[src/hdl/utcl_pkg.sv]
// Package: types, constants and calendar helpers for the UTC to local time unit
`default_nettype none

package utcl_pkg;

    localparam int TABLE_YEARS_DEF = 4;
    localparam int YEAR_W          = 12;
    localparam int MONTH_W         = 4;
    localparam int DAY_W           = 5;
    localparam int HOUR_W          = 5;
    localparam int OFFSET_W        = 5;
    localparam int MMDD_W          = 11;
    localparam int CFG_IDX_W       = 3;
    localparam int CFG_DATA_W      = 2 * MMDD_W;

    localparam int HOURS_PER_DAY   = 24;
    localparam int MMDD_SCALE      = 100;
    localparam int LEAP_PERIOD     = 4;
    localparam int LEAP_FEB_DAYS   = 29;
    localparam int MONTHS_PER_YEAR = 12;
    localparam int FIRST_YEAR_RST  = 2000;

    localparam logic [MONTH_W-1:0] MONTH_JAN = 4'd1;
    localparam logic [MONTH_W-1:0] MONTH_FEB = 4'd2;
    localparam logic [MONTH_W-1:0] MONTH_DEC = 4'(MONTHS_PER_YEAR);

    // Configuration register indexes
    typedef enum logic [CFG_IDX_W-1:0] {
        REG_STD_OFFSET = 3'd0,
        REG_DST_OFFSET = 3'd1,
        REG_FIRST_YEAR = 3'd2,
        REG_WINDOW_0   = 3'd3,
        REG_WINDOW_1   = 3'd4,
        REG_WINDOW_2   = 3'd5,
        REG_WINDOW_3   = 3'd6
    } cfg_reg_t;

    typedef struct packed {
        logic [YEAR_W-1:0]  utc_year;
        logic [MONTH_W-1:0] utc_month;
        logic [DAY_W-1:0]   utc_day;
        logic [HOUR_W-1:0]  utc_hour;
    } utc_in_t;

    typedef struct packed {
        logic [YEAR_W-1:0]  local_year;
        logic [MONTH_W-1:0] local_month;
        logic [DAY_W-1:0]   local_day;
        logic [HOUR_W-1:0]  local_hour;
        logic               dst_active;
        logic               year_not_in_table;
    } local_out_t;

    // DST window of one table year, same layout as the register
    typedef struct packed {
        logic [MMDD_W-1:0] end_mmdd;
        logic [MMDD_W-1:0] begin_mmdd;
    } window_t;

    // Scalar settings shared by the register file and the datapath
    typedef struct packed {
        logic signed [OFFSET_W-1:0] std_offset;
        logic signed [OFFSET_W-1:0] dst_offset;
        logic [YEAR_W-1:0]          first_table_year;
    } cfg_t;

    // Month length; months without meaning count as 31 days
    function automatic logic [DAY_W-1:0] days_in(input logic [MONTH_W-1:0] month,
                                                 input logic leap);
        logic [DAY_W-1:0] len;
        unique case (month)
            MONTH_FEB: len = leap ? 5'(LEAP_FEB_DAYS) : 5'd28;
            4'd4, 4'd6, 4'd9, 4'd11: len = 5'd30;
            default: len = 5'd31;
        endcase
        return len;
    endfunction

endpackage

`default_nettype wire

[src/hdl/utc_to_local_time_with_dst_unit.sv]
// Accepted beats pass through the input register, then the result register.
// Throughput: one beat per cycle while out_stall is low; the input register and
// the result register form a two-stage pipeline around the whole conversion.
// in_stall rises only when both stages hold beats and out_stall is high.
// Reset (rst_n low, asynchronous) empties both stages and returns the
// configuration to offsets 0, base year 2000 and empty DST windows.
`default_nettype none

module utc_to_local_time_with_dst_unit
    import utcl_pkg::*;
#(
    parameter int TABLE_YEARS = TABLE_YEARS_DEF
) (
    input  wire logic                  clk,
    input  wire logic                  rst_n,
    input  wire logic                  cfg_wr_en,
    input  wire logic [CFG_IDX_W-1:0]  cfg_index,
    input  wire logic [CFG_DATA_W-1:0] cfg_data,
    input  wire logic                  in_valid,
    output logic                       in_stall,
    input  wire utc_in_t               in_data,
    output logic                       out_valid,
    input  wire logic                  out_stall,
    output local_out_t                 out_data
);

    cfg_t       cfg;
    window_t    windows [TABLE_YEARS];
    utc_in_t    in_reg;
    logic       in_valid_reg;
    local_out_t out_reg;
    logic       out_valid_reg;
    local_out_t result;
    logic       in_take;
    logic       out_load;

    utcl_cfg #(
        .TABLE_YEARS (TABLE_YEARS)
    ) u_cfg (
        .clk       (clk),
        .rst_n     (rst_n),
        .cfg_wr_en (cfg_wr_en),
        .cfg_index (cfg_index),
        .cfg_data  (cfg_data),
        .cfg       (cfg),
        .windows   (windows)
    );

    utcl_conv #(
        .TABLE_YEARS (TABLE_YEARS)
    ) u_conv (
        .item    (in_reg),
        .cfg     (cfg),
        .windows (windows),
        .result  (result)
    );

    // Pipeline flow control
    assign out_load = in_valid_reg && (!out_valid_reg || !out_stall);
    assign in_stall = in_valid_reg && out_valid_reg && out_stall;
    assign in_take  = in_valid && !in_stall;

    // Input stage valid
    always_ff @(posedge clk or negedge rst_n)
    begin
        if (!rst_n)
        begin
            in_valid_reg <= 1'b0;
        end
        else if (in_take)
        begin
            in_valid_reg <= 1'b1;
        end
        else if (out_load)
        begin
            in_valid_reg <= 1'b0;
        end
    end

    // Input stage payload
    always_ff @(posedge clk)
    begin
        if (in_take)
        begin
            in_reg <= in_data;
        end
    end

    // Result stage valid
    always_ff @(posedge clk or negedge rst_n)
    begin
        if (!rst_n)
        begin
            out_valid_reg <= 1'b0;
        end
        else if (out_load)
        begin
            out_valid_reg <= 1'b1;
        end
        else if (!out_stall)
        begin
            out_valid_reg <= 1'b0;
        end
    end

    // Result stage payload
    always_ff @(posedge clk)
    begin
        if (out_load)
        begin
            out_reg <= result;
        end
    end

    assign out_valid = out_valid_reg;
    assign out_data  = out_reg;

endmodule

`default_nettype wire

[src/hdl/utcl_cfg.sv]
// Configuration register file: offsets, table base year and DST windows
`default_nettype none

module utcl_cfg
    import utcl_pkg::*;
#(
    parameter int TABLE_YEARS = TABLE_YEARS_DEF
) (
    input  wire logic                  clk,
    input  wire logic                  rst_n,
    input  wire logic                  cfg_wr_en,
    input  wire logic [CFG_IDX_W-1:0]  cfg_index,
    input  wire logic [CFG_DATA_W-1:0] cfg_data,
    output cfg_t                       cfg,
    output window_t                    windows [TABLE_YEARS]
);

    cfg_t    cfg_reg;
    window_t window_reg [TABLE_YEARS];

    // Scalar registers
    always_ff @(posedge clk or negedge rst_n)
    begin
        if (!rst_n)
        begin
            cfg_reg.std_offset       <= '0;
            cfg_reg.dst_offset       <= '0;
            cfg_reg.first_table_year <= YEAR_W'(FIRST_YEAR_RST);
        end
        else if (cfg_wr_en)
        begin
            if (cfg_index == REG_STD_OFFSET)
            begin
                cfg_reg.std_offset <= $signed(cfg_data[OFFSET_W-1:0]);
            end
            if (cfg_index == REG_DST_OFFSET)
            begin
                cfg_reg.dst_offset <= $signed(cfg_data[OFFSET_W-1:0]);
            end
            if (cfg_index == REG_FIRST_YEAR)
            begin
                cfg_reg.first_table_year <= cfg_data[YEAR_W-1:0];
            end
        end
    end

    // One window register per table year
    for (genvar i = 0; i < TABLE_YEARS; i++)
    begin : g_window
        always_ff @(posedge clk or negedge rst_n)
        begin
            if (!rst_n)
            begin
                window_reg[i] <= '0;
            end
            else if (cfg_wr_en && (cfg_index == CFG_IDX_W'(int'(REG_WINDOW_0) + i)))
            begin
                window_reg[i] <= cfg_data;
            end
        end
        assign windows[i] = window_reg[i];
    end

    assign cfg = cfg_reg;

endmodule

`default_nettype wire

[src/hdl/utcl_conv.sv]
// Conversion datapath: DST window test, hour offset and calendar roll
`default_nettype none

module utcl_conv
    import utcl_pkg::*;
#(
    parameter int TABLE_YEARS = TABLE_YEARS_DEF
) (
    input  wire utc_in_t    item,
    input  wire cfg_t       cfg,
    input  wire window_t    windows [TABLE_YEARS],
    output local_out_t      result
);

    logic [YEAR_W-1:0]          year_diff;
    logic                       in_table;
    window_t                    win;
    logic [MMDD_W-1:0]          mmdd;
    logic                       dst;
    logic signed [OFFSET_W-1:0] offset;
    logic signed [HOUR_W+1:0]   hour_sum;
    logic                       leap;
    logic [DAY_W-1:0]           days_cur;
    logic [YEAR_W-1:0]          year;
    logic [MONTH_W-1:0]         month;
    logic [DAY_W-1:0]           day;
    logic [HOUR_W-1:0]          hour;

    // Table lookup for the input year
    assign year_diff = item.utc_year - cfg.first_table_year;
    assign in_table  = (item.utc_year >= cfg.first_table_year)
                    && (year_diff < YEAR_W'(TABLE_YEARS));

    always_comb
    begin
        win = '0;
        for (int i = 0; i < TABLE_YEARS; i++)
        begin
            if (year_diff == YEAR_W'(i))
            begin
                win = windows[i];
            end
        end
    end

    // Window test: begin inclusive, end exclusive
    assign mmdd = MMDD_W'(item.utc_month) * MMDD_W'(MMDD_SCALE) + MMDD_W'(item.utc_day);
    assign dst  = in_table && (mmdd >= win.begin_mmdd) && (mmdd < win.end_mmdd);

    // Hour plus offset, range -16..46
    assign offset   = dst ? cfg.dst_offset : cfg.std_offset;
    assign hour_sum = $signed({2'b00, item.utc_hour}) + (HOUR_W+2)'(offset);

    assign leap     = (item.utc_year % LEAP_PERIOD) == 0;
    assign days_cur = days_in(item.utc_month, leap);

    // At most one roll, backward or forward
    always_comb
    begin
        year  = item.utc_year;
        month = item.utc_month;
        day   = item.utc_day;
        hour  = hour_sum[HOUR_W-1:0];
        priority if (hour_sum < 0)
        begin
            hour = HOUR_W'(hour_sum + (HOUR_W+2)'(HOURS_PER_DAY));
            if (item.utc_day <= DAY_W'(1))
            begin
                if (item.utc_month == MONTH_JAN)
                begin
                    month = MONTH_DEC;
                    year  = item.utc_year - YEAR_W'(1);
                end
                else
                begin
                    month = item.utc_month - MONTH_W'(1);
                end
                day = days_in(month, leap);
            end
            else
            begin
                day = item.utc_day - DAY_W'(1);
            end
        end
        else if (hour_sum >= (HOUR_W+2)'(HOURS_PER_DAY))
        begin
            hour = HOUR_W'(hour_sum - (HOUR_W+2)'(HOURS_PER_DAY));
            if (({1'b0, item.utc_day} + (DAY_W+1)'(1)) > {1'b0, days_cur})
            begin
                day = DAY_W'(1);
                if (item.utc_month >= MONTH_DEC)
                begin
                    month = MONTH_JAN;
                    year  = item.utc_year + YEAR_W'(1);
                end
                else
                begin
                    month = item.utc_month + MONTH_W'(1);
                end
            end
            else
            begin
                day = item.utc_day + DAY_W'(1);
            end
        end
        else
        begin
            hour = hour_sum[HOUR_W-1:0];
        end
    end

    assign result.local_year        = year;
    assign result.local_month       = month;
    assign result.local_day         = day;
    assign result.local_hour        = hour;
    assign result.dst_active        = dst;
    assign result.year_not_in_table = !in_table;

endmodule

`default_nettype wire

[config.mk]
export PLATFORM = sky130hd
export DESIGN_NAME = utc_to_local_time_with_dst_unit
export DESIGN_NICKNAME = d
export VERILOG_FILES = /design/src/hdl/utcl_pkg.sv /design/src/hdl/utc_to_local_time_with_dst_unit.sv /design/src/hdl/utcl_cfg.sv /design/src/hdl/utcl_conv.sv
export SDC_FILE = /design/constraint.sdc
export NUM_CORES = 1
export LEC_CHECK = 0
export ABC_AREA = 1
export BUFFER_PORTS_ARGS = -buffer_cell sky130_fd_sc_hd__buf_4
export CELL_PAD_IN_SITES_DETAIL_PLACEMENT = 1
export CELL_PAD_IN_SITES_GLOBAL_PLACEMENT = 1
export CORE_MARGIN = 2
export CORE_UTILIZATION = 49
export CTS_CLUSTER_DIAMETER = 30
export CTS_CLUSTER_SIZE = 30
export DETAILED_ROUTE_END_ITERATION = 8
export PLACE_DENSITY_LB_ADDON = 0.1
export REMOVE_ABC_BUFFERS = 1
export SLEW_MARGIN = 10
export SYNTH_ARGS = -nofsm -noshare
export SYNTH_HDL_FRONTEND = slang
export SYNTH_SLANG_ARGS = --single-unit
[constraint.sdc]
create_clock -name clk -period 15.3 [get_ports clk]
set_input_delay 0.765 -clock clk [delete_from_list [all_inputs] [get_ports clk]]
set_output_delay 0.765 -clock clk [all_outputs]
set_load 0.03 [all_outputs]
Word level (Yosys, flattened, before mapping):

Index checks and enable logic that the tools add are counted.

* flip-flop bits (word level): 166
* bits of input ports: 56
* output and inout port bits: 30
* word-level logic and storage cells: 123

* $add $sub $neg: 12
* multiply operators: 1
* $lt $le $gt $ge: 9
* eq/ne operators: 21
* multiplexer cells: 32
* reduce and logical (&&, ||, !) cells: 25

Operators by type and width (count)
* $mux 22: 4
* $mux 12: 6
* $mux 5: 7
* $logic_not 32->1: 1
* $mux 4: 8
* $eq 12x2->1 const B: 2
* $pmux 5 s2: 2
* $eq 4x3->1 const B: 4
* $eq 4x4->1 const B: 4
* $add 12x1->12 const B: 1
* $eq 12x1->1 const B: 1
* $ge 12x12->1: 1
* $logic_not 12->1: 1
* $lt 12x3->1 const B: 1
* $sub 12x1->12 const B: 1
* $sub 12x12->12: 1
* $add 11x5->11: 1
* $ge 11x11->1: 1
* $logic_and 1x1->1: 11
* $lt 11x11->1: 1
* $eq 3x3->1 const B: 3
* $mul 4x5->9 const B: 1
* $eq 4x2->1 const B: 2
* $reduce_or 4->1: 2
* 23 further kinds: 33

Longest topological paths before layout:

* depth in word-level cells: 18
* gate-level depth with buffers: 48
* gate-level depth less buffers: 46

Cells and area by module:

A second synthesis with hierarchy kept.

* cells, all modules: 1467
* area total of the unflattened synthesis: 11031.8 sq um

Modules (own cells, without submodules)
* utcl_conv: times used 1, cells an instance 913, area each 5022.3 sq um, seq. area each 0.0 sq um
* utcl_cfg: times used 1, cells an instance 488, area each 4292.9 sq um, seq. area each 2760.1 sq um
* utc_to_local_time_with_dst_unit: times used 1, cells an instance 66, area each 1716.6 sq um, seq. area each 1671.6 sq um

Least setup slack after synthesis:

No wires, ideal clock.

* path type: reg-to-reg
* start point: register in_reg[14] (netlist name)
* end point: register out_reg, in the netlist out_data[13], data pin
* setup time: 257 ps
* data arrival time: 5972 ps
* data required time: 15043 ps
* slack: 9071 ps
* cell stages (with the launch flop): 49
* buffers on the path: 3
* clock period less this slack: 6229 ps
* cells stage by stage: edfxtp_1 clkinv_1 ha_1 inv_1 fa_1 nand2_1 nand2_1 nand3b_1 nand2_1 inv_1 nand2_1 inv_1 nand2_1 nor2_2 nand3_2 nor2_4 buf_4 clkbuf_1 [13 not listed] o21a_1 ha_1 nand2_1 nor2_1 a211oi_1 or2_2 a21oi_1 nor2_1 inv_1 nand3_1 nand2_2 o21ai_4 nand2_4 buf_6 nand2_1 nand2_1 nand2_1 nand2_1

RTL lines
* start: declaration: RTL line utc_to_local_time_with_dst_unit.sv:29 `utc_in_t in_reg;`
* start signal: assignment: RTL line utc_to_local_time_with_dst_unit.sv:85 `in_reg <= in_data;`
* end signal: assignment: RTL line utc_to_local_time_with_dst_unit.sv:111 `out_reg <= result;`
* end: declaration: RTL line utc_to_local_time_with_dst_unit.sv:31 `local_out_t out_reg;`

==> qor.txt <==
outcome: finished clean
Finished Core Util: 0.572
R2R depth: 38
top cells by area, synth: dfrtp_1 26%, edfxtp_1 16%, nand2_1 12%
Resized Gates After CTS: 0
Tot Pwr: 1.47 mW
first drt pass iteration count: 5
Post-Place Cells: 1,574
Worst path max stage delay: 0.66 ns
cts hold-fix bufs: 0
Routed wire per std cell: 18.2 um
clk_lat worst skew: 0.44 ns
sequential area share after synthesis: 0.435
Synth area leader: dfrtp_1
via density per instance: 5.56
fin area: 0.0116 mm2
type of the worst setup path: reg -> reg
cell family with most CP delay: simple AND/OR/NAND/NOR gates
synthesized area: 0.0102 mm2
Die Y: 148 um
Max-Cap Viols: 0
post-route ant nets: 0
Tcrit/Tclk final: 0.544
port bufs: 85
Worst Path Arrival: 8.52 ns
core area: 0.0203 mm2
final setup margin: 6.98 ns
critical path fanouts, max: 25
drt first-iter violations: 586
final hold slack: 0.248 ns
fmax: 120 MHz
reg-to-reg critical path startpoint: in_reg[14]$_DFFE_PP_
Nets: 1,454
top-count cell post-synth: nand2_1
CP startpoint kind: flip-flop
Post-Place Cell Area: 0.0110 mm2
global route total overflow: 0
WP buf/inv: 9
vias in the first global route: 9,348
Hold Path Class: in -> async
CTS Sinks: 166
ant diodes: 0
cell mode on critical path: inv_1
Mapped Avg Cell Area: 8.13 um2
setup TNS: 0 ns
max reg flops: 88
Leakage: 5.59 nW
total wire length: 29,200 um
R2R Setup Slk: 6.98 ns
non-filler cells, final: 1,606
Max Slew Vio Count: 0
first-pass GRT wire length: 47,900 um
Sw Ratio: 0.377
Hold Vio Cnt, Final: 0
H-tree depth: 4
CTS tree: done
multi-input logic area: 0.00498 mm2
Post-route DRC: 0
Setup Skew: 0.0145 ns
FILL cells: 2,545
Post-synth EDFFs: 54
Pwr Density: 127 mW/mm2
RSZ-0062 raised after global routing: no
Slowest-stage cell, CP: clkinv_1
Syn. warnings: 0
Peak supply drop: 0.0676 mV
Commonest cells post-synth: 326 x nand2_1, 151 x o21ai_0, 143 x inv_1, 106 x dfrtp_1, 94 x nand3_1
pre-CTS setup slack: 7.21 ns
Yosys top cell area share: 0.260
Critical Path RT: 15.49 ns
antenna violations before repair: 0
Clk pwr share: 0.290
Int Power: 918 uW
FP Rows: 52
largest net degree at the start of global routing: 83
combinational power share: 0.306
Period minus WS final: 8.32 ns
Top Ports: 86
register bit total from synthesis: 166
Yosys cell types: 51
Slew HR: 0.166
total CTS buffers: 17
Primary FF master, synth: dfrtp_1
switching power: 556 uW
worst slew pin tran: 1.25 ns
die area: 0.0220 mm2
reg2reg end: out_data[21]$_DFFE_PP_
gpl congestion: 0.874
Worst-path clk slew: 0.08 ns
Bufs on Longest Clock Path: 2
Area growth syn-to-layout: 14.0%
Post-Syn Instances: 1,253
# Post-CTS Setup Buffers: 0
via count: 8,923
all-layer global routing usage: 0.275
Async S/R FF share, synth: 0.675
root buf cell: clkbuf_16
die width: 148 um
register area: 0.00443 mm2
layout cell share with drive strength beyond 1: 0.135
Final Setup Violations: 0
Starting Density: 0.502
register share of total power: 0.404
DP HPWL: 21,300 um
Crit. End Element: flip-flop
-- power by group through the flow --
stage	Clock, mW	Sequential [mW]	Combinational, mW
final	0.427	0.596	0.451
after floorplan	0	0.614	0.286
after CTS	0.433	0.596	0.452
after global routing	0.448	0.604	0.509
after global placement	0	0.600	0.425
after detailed placement	0	0.603	0.446
-- layout make-up --
type | count | area share
Timing Repair Buffer | 92 | 0.0595
Clock inverter | 14 | 0.0129
Tap cell | 270 | 0.0291
Sequential cell | 166 | 0.382
Multi-Input combinational cell | 891 | 0.429
Inverter | 155 | 0.0501
Clock buffer | 18 | 0.0370
-- routing by layer --
metal  global-route usage  vias to the layer above  part of all wire
met4               0.0890                        0             0.023
met5                    0                        -                 0
li1                     -                     4300                 -
met2                0.485                      186              0.50
met1                0.347                     4387              0.44
met3               0.0402                       50             0.032
-- cell usage in the layout, fill, tap and decap left out, drive strengths merged, types with 2 or more instances in the layout --
master   synthesis  layout
o211ai          22      22
xor2            19      19
fa               4       4
buf              7      92
o21ai          160     160
dfrtp          106     106
xnor2            3       3
or2              5       5
and2             2       2
o22ai            4       4
a21oi           30      30
a211oi           2       2
nand2          340     340
edfxtp          54      54
nand3b           7       7
nor4             8       8
nor3            10      10
inv            152     161
ha              71      71
nor2            70      70
dfstp            6       6
clkinv           3       8
a221oi           3       3
o2111ai          2       2
clkbuf          34      18
nand4           17      17
nand3          104     104
-- kinds of logic (layout without fill, tap and decap cells) --
logic type	count (synthesis)	in the layout	share of synthesized area
AOI/OAI and AO/OA	230	230	0.125
xor gates and xnor gates	22	22	0.0197
adders and majority gates	75	75	0.0951
buffers and inverters	196	279	0.0764
DFF	166	166	0.435
and+or+nand+nor	564	564	0.249
-- how the worst max path moves through the flow --
stage,from,depth (start not counted),endpoint
2_1_floorplan,in_reg[14]$_DFFE_PP_,37,out_data[21]$_DFFE_PP_
3_3_place_gp,in_reg[14]$_DFFE_PP_,40,out_data[20]$_DFFE_PP_
3_5_place_dp,in_reg[14]$_DFFE_PP_,40,out_data[20]$_DFFE_PP_
4_1_cts,in_reg[14]$_DFFE_PP_,38,out_data[21]$_DFFE_PP_
5_1_grt,in_reg[14]$_DFFE_PP_,40,out_data[17]$_DFFE_PP_
6_report,in_reg[14]$_DFFE_PP_,38,out_data[21]$_DFFE_PP_
Note: power is estimated with default switching activity, not from simulation.
